## config.mk

```make
export PLATFORM = sky130hd
export DESIGN_NAME = sch_ram
export DESIGN_NICKNAME = d
export VERILOG_FILES = /design/src/design/sch_ram.sv
export SDC_FILE = /design/constraint.sdc
export NUM_CORES = 1
export LEC_CHECK = 0
export BUFFER_PORTS_ARGS = -buffer_cell sky130_fd_sc_hd__clkbuf_2
export CAP_MARGIN = 15
export CORE_ASPECT_RATIO = 0.9
export CORE_MARGIN = 5
export CORE_UTILIZATION = 50
export DETAILED_ROUTE_END_ITERATION = 10
export PLACE_DENSITY = 0.65
export SYNTH_ARGS = -nofsm -noshare
export SYNTH_HDL_FRONTEND = slang
export SYNTH_SLANG_ARGS = --single-unit
export TNS_END_PERCENT = 5
```

## constraint.sdc

```tcl
create_clock -name clk -period 2.55 [get_ports clk]
set_input_delay 0.3825 -clock clk [delete_from_list [all_inputs] [get_ports clk]]
set_output_delay 0.3825 -clock clk [all_outputs]
set_load 0.01 [all_outputs]
```

## src/design/sch_ram.sv

```systemverilog
// ---------------------------------------------------------------------------
// sch_ram
// Single-port synchronous RAM, registered read.
// ---------------------------------------------------------------------------
`default_nettype none
module sch_ram #(
	parameter int Width = 8,
	parameter int Depth = 16
) (
	input  wire logic                     clk,
	input  wire logic                     we,
	input  wire logic [$clog2(Depth)-1:0] addr,
	input  wire logic [Width-1:0]         wdata,
	output logic      [Width-1:0]         rdata
);
	logic [Width-1:0] mem [Depth];
	always_ff @(posedge clk) begin
		if (we) begin
			mem[addr] <= wdata;
		end
		rdata <= mem[addr];
	end
endmodule
`default_nettype wire

```

==> flow_summary.ini, run 1 <==
[place]
port_buffers = 21
gp_routability_congestion = 0.729
place.detailed.hpwl_um = 6130
place_worst_setup_slack_ps = 544
dpl.cell_count = 391

[synthesis]
ys_seq_area_share_pct = 79.0
synth_area_um2 = 5070
yosys_warnings = 0
ranking_of_synthesized_cells_by_area = sky130_fd_sc_hd__edfxtp_1 (76%), sky130_fd_sc_hd__mux4_2 (14%), sky130_fd_sc_hd__dfxtp_1 (3.2%)
netlist.top_cell.by_area = sky130_fd_sc_hd__edfxtp_1
syn_area_per_cell_um2 = 22.0
synth.net_count = 244
ys_seq_elements = 136
post-synth-top-area-fraction_pct = 75.9
post_synth_inst_count = 230
synth_cell_types = 18

[global_route]
first_global_vias = 2515
grt_max_degree = 24
grt_antenna_before_repair = 0
grt_first_pass_wirelength_um = 14600
sum_of_overflow_across_all_layers_after_global_routing = 0
grt_util_all_layers_pct = 16.8

[sta]
setup-tns-final_ps = 0
post-route-period-util_pct = 61.0
grt_setup_unrepaired = no
final.setup_skew_ps = 6.76
slew_headroom_pct = 45.8
clock.fmax_mhz = 643
fin_crit_ps = 1560
worst-slew-pin-transition_ps = 812
setup_viol_count_final = 0
final.setup.worst_slack_ps = 994
maxSlewViolCount = 0
hold_violations = 0

[worst_setup_path]
cp.arrival_ps = 1840
startpoint = addr[0]
crit_path_end_kind = flop
start_kind = primary input
r2r-end = rdata[5]$_DFF_P_
critical_path_class = primary input to flop
required_ps = 2830
endpoint = rdata[5]$_DFF_P_
regToRegStartpoint = mem[10][5]$_DFFE_PP_
critical_path.max_fanout = 23
r2r_slack_ps = 1210
reg2regPathDepth = 3

[cts]
cts_hold_buffers = 0
cts-htree-levels = 4
cts.sinks = 136
cts_root_buf = sky130_fd_sc_hd__clkbuf_16
clkTransAtPathRegs_ps = 50
cts_max_path_buffers = 2
cts_tree = done
worst_skew_pair.late_latency_ps = 410
cts_setup_buffers = 0
number_of_buffers_created_by_cts = 17
ctsResizeCount = 0

[power]
p_int_mw = 4.01
p_sw_mw = 0.961
power_frac_clock_pct = 44.6
pwr-share-comb_pct = 4.7
power.sequential.fraction_pct = 50.6
total_power_density_per_cell_area_nw_per_um2 = 825
power_leakage_nw = 2.02
switching_share_pct = 19.3
power.ir.vdd_worst_mv = 0.609

[finish]
finish.cell_count_without_fillers = 423
synthToLayoutAreaGrowth_pct = 18.9
fraction_of_layout_instances_using_a_drive_strength_above_1_pct = 34.3
layout.nets = 298
insertedDiodeCount = 0

[floorplan]
placementRows = 34
fp.dieArea_um2 = 12300
die_w_um = 116
die-height_um = 106
design.portCount = 22
initial_utilization_pct = 51.8
core_ar_um2 = 9780

[hold_path]
min-delay-path-class = primary input to flop
hold_start = wdata[7]

[routing]
route.detailed.vias_per_inst = 5.69
route.final.wire_length_um = 9280
drt_iter0_markers = 100
vias = 2406
route.detailed.wl_per_inst_um = 21.9
drt_pre_antenna_iters = 6
ant_nets = 0
drcViolationCount = 0

[outcome]
status = finished, final reports clean

[run]
max_cap_viol_count = 0
## area by class of cell
class,count,area (um^2)
clock buffers,19,433
flip-flops and latches,136,4000
clock inverters,13,111
well taps,126,158
multi-input cells,83,1000
fillers,718,3760
repair buffers,46,318
## power by group through the flow
| stage | combinational [mW] | clock, mW | sequential (mW) |
|---|---|---|---|
| 2_1_floorplan | 0.129 | 0 | 2.56 |
| 3_3_place_gp | 0.236 | 0 | 2.56 |
| 3_5_place_dp | 0.240 | 0 | 2.56 |
| 4_1_cts | 0.240 | 2.26 | 2.52 |
| 5_1_grt | 0.257 | 2.38 | 2.52 |
| 6_report | 0.235 | 2.22 | 2.52 |
## metal layers
metal	vias up	global-route usage [%]	part of all wire, %
li1	1073	-	-
met1	1263	23.7	45
met2	61	25.3	49
met3	9	5.67	4.7
met4	0	4.97	1.0
met5	-	0	0
## per-stage QoR
step	utilization (%)	total power, mW	hold slack (ps)	instance area, um^2
floorplan	-	2.69	481	5070
global placement	56.0	2.80	667	5480
detailed placement	56.0	2.80	673	5480
CTS	61.6	5.02	390	6030
global route	61.6	5.16	409	6030
finish	61.6	4.97	397	6030
## cell families after synthesis
| kind of cell | Yosys count | share of synthesized area [%] |
|---|---|---|
| AO/OA/AOI/OAI | 16 | 2.37 |
| buffers and inverters | 11 | 1.19 |
| flip-flops | 136 | 79.0 |
| multiplexers | 32 | 14.2 |
| AND/OR/NAND/NOR | 35 | 3.21 |
## worst max-delay path: stages
cell	delay, ps
sky130_fd_sc_hd__clkbuf_2	300
sky130_fd_sc_hd__buf_12	250
sky130_fd_sc_hd__mux4_2	510
sky130_fd_sc_hd__a22oi_1	290
sky130_fd_sc_hd__nand2_1	100
## layout by cell type (no fill, tap or decap)
master                       instances
sky130_fd_sc_hd__dfxtp_1             8
sky130_fd_sc_hd__clkbuf_16          17
sky130_fd_sc_hd__nand2_1             9
sky130_fd_sc_hd__mux4_2             32
sky130_fd_sc_hd__and2_1              1
sky130_fd_sc_hd__nor2b_1             2
sky130_fd_sc_hd__or3b_2              1
sky130_fd_sc_hd__a22oi_1            16
sky130_fd_sc_hd__nand3b_1            2
sky130_fd_sc_hd__nor3_1              4
sky130_fd_sc_hd__nor2_1             13
sky130_fd_sc_hd__clkbuf_2           21
sky130_fd_sc_hd__nand2b_1            2
sky130_fd_sc_hd__clkinvlp_4          2
sky130_fd_sc_hd__buf_4              23
sky130_fd_sc_hd__nand3_1             1
sky130_fd_sc_hd__clkbuf_1            2
sky130_fd_sc_hd__clkinv_2            2
sky130_fd_sc_hd__buf_12              2
sky130_fd_sc_hd__edfxtp_1          128
sky130_fd_sc_hd__bufinv_16           2
sky130_fd_sc_hd__clkinv_1            7
## flip-flops by register name, summed over array words and instances, names as in the netlist
register / count
mem: 128
rdata: 8
## synthesized netlist by cell type (all sizes together)
master	n
a22oi	16
and2	1
buf	8
clkbuf	3
dfxtp	8
edfxtp	128
mux4	32
nand2	9
nand2b	2
nand3	1
nand3b	2
nor2	13
nor2b	2
nor3	4
or3b	1
## how the worst min path moves through the flow
stage / depth (start not counted) / end
5_1_grt: 1 / mem[0][7]$_DFFE_PP_
3_3_place_gp: 3 / rdata[2]$_DFF_P_
3_5_place_dp: 3 / rdata[4]$_DFF_P_
2_1_floorplan: 0 / mem[0][0]$_DFFE_PP_
6_report: 1 / mem[3][7]$_DFFE_PP_
4_1_cts: 1 / mem[0][7]$_DFFE_PP_
Power figures use the tool's default switching activity.
==> run 2, diff against run 1 <==
- clock period: 2.55 -> 1.6 ns (I/O delays scaled with it)
==> flow_summary.ini, run 2 (synthesized netlist as in run 1, its figures left out) <==
[cts]
worst_skew_pair.late_latency_ps = 410
cts_setup_buffers = 0
cts_tree = done
cts.sinks = 136
cts-htree-levels = 4
cts_root_buf = sky130_fd_sc_hd__clkbuf_16
cts_max_path_buffers = 2
ctsResizeCount = 0
clkTransAtPathRegs_ps = 60
number_of_buffers_created_by_cts = 17
cts_hold_buffers = 0

[sta]
final.setup_skew_ps = 7.49
worst-slew-pin-transition_ps = 737
clock.fmax_mhz = 742
whs_ps = 267
slew_headroom_pct = 50.8
setup_viol_count_final = 0
grt_setup_unrepaired = no
hold_violations = 0
post-route-period-util_pct = 84.2
maxSlewViolCount = 0
fin_crit_ps = 1350

[hold_path]
min-delay-path-class = primary input to flop
timing.hold.worst_path_depth = 1
hold_start = wdata[2]
worstHoldEndpoint = mem[7][2]$_DFFE_PP_

[finish]
fraction_of_layout_instances_using_a_drive_strength_above_1_pct = 38.0
layout.nets = 305
final_cell_area_um2 = 6150
mostFrequentLayoutCells = sky130_fd_sc_hd__edfxtp_1 (128), sky130_fd_sc_hd__mux4_2 (32), sky130_fd_sc_hd__buf_4 (28)
synthToLayoutAreaGrowth_pct = 21.4
insertedDiodeCount = 0
most_frequent_standard_cell_in_the_layout_excluding_fill_and_tap_cells = sky130_fd_sc_hd__edfxtp_1
top_regs = mem: 128 flops, rdata: 8 flops
largest_register_ffs = 128
largest-register = mem

[worst_setup_path]
path_cells = mux4_2 > a22oi_1 > nand2_1
r2r_slack_ps = 250
r2r-end = rdata[5]$_DFF_P_
crit_family = multiplexers
reg2regPathDepth = 3
critical_path.max_fanout = 1
cp.arrival_ps = 1630
regToRegStartpoint = mem[0][5]$_DFFE_PP_
required_ps = 1890
critical_path.max_stage_delay_ps = 470
cp.buffers_inverters = 0
start_kind = flop
critical_path_class = flop to flop
critical-path-slowest-cell = sky130_fd_sc_hd__mux4_2
crit_path_end_kind = flop

[routing]
met3RoutedLength_um = 786
drt_pre_antenna_iters = 4
route.final.wire_length_um = 10100
route.detailed.wl_per_inst_um = 23.4
wl_met1_um = 4350
route.detailed.vias_per_inst = 5.69
drcViolationCount = 0
drt_iter0_markers = 223
route.met2.wl_um = 4730
vias = 2441
ant_nets = 0
highest_layer = met4

[floorplan]
placementRows = 34
die-height_um = 106
die_w_um = 116
initial_utilization_pct = 51.8
design.portCount = 22
core_ar_um2 = 9780
fp.dieArea_um2 = 12300

[place]
dpl-instance-area_um2 = 5570
port_buffers = 21
gp_routability_congestion = 0.782
place.detailed.hpwl_um = 6540

[global_route]
first_global_vias = 2634
sum_of_overflow_across_all_layers_after_global_routing = 0
grt_antenna_before_repair = 0
grt_util_all_layers_pct = 18.3
grt_max_degree = 22
grt_first_pass_wirelength_um = 15800

[power]
power.ir.vdd_worst_mv = 0.726
power_leakage_nw = 2.08
total_power_density_per_cell_area_nw_per_um2 = 1340

[outcome]
status = finished, final reports clean

[run]
max_cap_viol_count = 0
==> run 2: cell types whose count changed in the layout (fill, tap and decap cells not counted), sizes merged <==
cell	change
clkbuf	-1
clkinv	-4
buf	+7
clkinvlp	+2
bufinv	+1
inv	+1
==> run 2: how the worst max path moves through the flow <==
stage	from	endpoint	cells after the start
after CTS	mem[3][5]$_DFFE_PP_	rdata[5]$_DFF_P_	3
after floorplan	addr[1]	mem[12][0]$_DFFE_PP_	3
final	mem[0][5]$_DFFE_PP_	rdata[5]$_DFF_P_	3
after detailed placement	addr[0]	rdata[5]$_DFF_P_	5
after global routing	mem[0][5]$_DFFE_PP_	rdata[5]$_DFF_P_	3
after global placement	addr[0]	rdata[5]$_DFF_P_	5
==> run 2: cell type report <==
type	count	area, um^2
Multi-Input combinational cell	83	1010
Clock buffer	18	429
Sequential cell	136	4000
Clock inverter	13	155
Timing Repair Buffer	53	395
Fill cell	684	3630
Tap cell	126	158
==> run 2: stage by stage <==
| step | setup WS [ps] | instances | util (%) | power (mW) | TNS (ps) |
|---|---|---|---|---|---|
| after floorplan | -78.1 | 230 | - | 4.29 | -5870 |
| after global placement | -36.2 | 398 | 56.9 | 4.48 | -61.1 |
| after detailed placement | -62.9 | 398 | 56.9 | 4.50 | -139 |
| after CTS | 232 | 429 | 62.9 | 8.33 | 0 |
| after global routing | 214 | 429 | 62.9 | 8.52 | 0 |
| final | 252 | 429 | 62.9 | 8.24 | 0 |
==> run 2: per-layer routing <==
metal  vias to the layer above  track usage (%)
met5                         -                0
met4                         0             6.13
met3                        15             5.79
met2                        92             26.7
met1                      1248             26.3
li1                       1086                -
==> run 2: power breakdown <==
part           switching, mW  total (mW)  internal [mW]
logic                  0.221       0.400          0.179
registers             0.0280        4.01           3.98
clock network           1.40        3.83           2.43
==> run 3, diff against run 2 <==
- ABC_AREA: unset -> 1
- clock period: 1.6 -> 1.25 ns (I/O delays scaled with it)
==> flow_summary.ini, run 3 <==
[hold_path]
timing.hold.worst_path_depth = 1
hold_start = wdata[1]
min-delay-path-class = primary input to flop
worstHoldEndpoint = mem[5][1]$_DFFE_PP_

[cts]
cts_max_path_buffers = 2
worst_skew_pair.late_latency_ps = 410
cts.sinks = 136
number_of_buffers_created_by_cts = 17
cts-htree-levels = 4
cts_setup_buffers = 0
ctsResizeCount = 0
cts_tree = done
cts_hold_buffers = 0
clkTransAtPathRegs_ps = 60
cts_root_buf = sky130_fd_sc_hd__clkbuf_16

[finish]
mostFrequentLayoutCells = sky130_fd_sc_hd__nand2_1 (346), sky130_fd_sc_hd__edfxtp_1 (128), sky130_fd_sc_hd__inv_1 (21), sky130_fd_sc_hd__clkbuf_2 (21), sky130_fd_sc_hd__clkbuf_16 (17)
final_cell_area_um2 = 6730
top_regs = mem: 128 flops, rdata: 8 flops
insertedDiodeCount = 0
largest-register = mem
synthToLayoutAreaGrowth_pct = 20.4
largest_register_ffs = 128
fraction_of_layout_instances_using_a_drive_strength_above_1_pct = 14.8
layout.nets = 598
most_frequent_standard_cell_in_the_layout_excluding_fill_and_tap_cells = sky130_fd_sc_hd__nand2_1

[power]
fin_total_pwr_mw = 10.7
total_power_density_per_cell_area_nw_per_um2 = 1590
power.ir.vdd_worst_mv = 1.14
power_leakage_nw = 2.82

[global_route]
grt_first_pass_wirelength_um = 19600
first_global_vias = 3549
grt_util_all_layers_pct = 20.2
grt_max_degree = 51
grt_antenna_before_repair = 0
sum_of_overflow_across_all_layers_after_global_routing = 0

[worst_setup_path]
required_ps = 1060
start_kind = flop
cp.arrival_ps = 880
crit_path_end_kind = primary output
cp_num_cells = 1
reg2regPathDepth = 8
r2r-end = rdata[4]$_DFF_P_
r2r_slack_ps = 250
critical_path.max_fanout = 1
path_cells = clkbuf_2
critical-path-slowest-cell = sky130_fd_sc_hd__dfxtp_1
cp.buffers_inverters = 1
regToRegStartpoint = mem[1][4]$_DFFE_PP_
critical_path.max_stage_delay_ps = 340
crit_family = flip-flops
critical_path_class = flop to primary output

[synthesis]
ys_seq_elements = 136
ys_seq_area_share_pct = 71.6
ranking_of_synthesized_cells_by_area = sky130_fd_sc_hd__edfxtp_1 (69%), sky130_fd_sc_hd__nand2_1 (23%), sky130_fd_sc_hd__dfxtp_1 (2.9%)
synth_top_flop_cell = sky130_fd_sc_hd__edfxtp_1
synth.net_count = 562
synth_enable_flop_cells = 128
synth.cells.most_frequent = sky130_fd_sc_hd__nand2_1 (346), sky130_fd_sc_hd__edfxtp_1 (128), sky130_fd_sc_hd__inv_1 (21)
post-synth-top-area-fraction_pct = 68.7
yosys_warnings = 0
most_frequent_cell_after_synthesis = sky130_fd_sc_hd__nand2_1
synth_async_sr_flop_share_pct = 0
netlist.top_cell.by_area = sky130_fd_sc_hd__edfxtp_1
synth_cell_types = 11
syn_area_per_cell_um2 = 10.2
synth_area_um2 = 5590
post_synth_inst_count = 548

[outcome]
status = finished, final reports clean

[routing]
route.detailed.vias_per_inst = 4.93
vias = 3690
route.final.wire_length_um = 12300
ant_nets = 0
route.detailed.wl_per_inst_um = 16.5
drt_pre_antenna_iters = 5
drcViolationCount = 0
drt_iter0_markers = 313

[sta]
maxSlewViolCount = 0
final.setup_skew_ps = 9.23
fin_crit_ps = 1070
final.setup.worst_slack_ps = 179
setup_viol_count_final = 0
clock.fmax_mhz = 934
post-route-period-util_pct = 85.7
grt_setup_unrepaired = no
slew_headroom_pct = 69.4
hold_violations = 0
worst-slew-pin-transition_ps = 459

[place]
port_buffers = 21
gp_routability_congestion = 0.878
place.detailed.hpwl_um = 8020
place_worst_setup_slack_ps = -84.4
dpl-instance-area_um2 = 6150

[floorplan]
design.portCount = 22
placementRows = 36
core_ar_um2 = 10900
initial_utilization_pct = 51.3
die_w_um = 121
fp.dieArea_um2 = 13400
die-height_um = 110

[run]
max_cap_viol_count = 0
-- run 3: worst max path at each step --
| stage | startpoint | to |
|---|---|---|
| after global routing | mem[6][3]$_DFFE_PP_ | rdata[3]$_DFF_P_ |
| after global placement | addr[0] | mem[8][5]$_DFFE_PP_ |
| after floorplan | addr[0] | mem[10][0]$_DFFE_PP_ |
| after CTS | rdata[7]$_DFF_P_ | rdata[7] |
| after detailed placement | addr[0] | mem[0][6]$_DFFE_PP_ |
| final | rdata[7]$_DFF_P_ | rdata[7] |
-- run 3: routing by layer --
metal	wire [um]	part of all wire, %	global-route usage, %
met1	5610	45	27.4
met3	652	5.3	4.80
met2	5960	48	32.7
met5	0	0	0
met4	112	0.91	6.32
-- run 3: layout make-up --
cell class / instances / area [um^2]
timing repair buffer: 38 / 308
inverter: 23 / 86.3
clock inverter: 13 / 155
fill: 886 / 4170
tap: 152 / 190
multi-input combinational: 368 / 1560
sequential: 136 / 4000
clock buffer: 18 / 429
-- run 3: kinds of logic after synthesis --
group | share of synthesized area (%)
buf+inv | 3.62
simple gates | 24.8
flops | 71.6
-- run 3: power breakdown --
group | switching (mW) | internal (mW)
clock network | 1.78 | 3.11
registers | 0.0294 | 5.10
logic | 0.499 | 0.218
total | 2.31 | 8.43
-- run 3: through the flow --
stage	utilization (%)	cells	hold slack, ps	setup TNS (ps)
after floorplan	-	548	286	-244
after global placement	56.4	717	576	-5020
after detailed placement	56.4	717	579	-7610
after CTS	61.8	748	295	0
after global routing	61.8	748	314	0
final	61.8	748	306	0
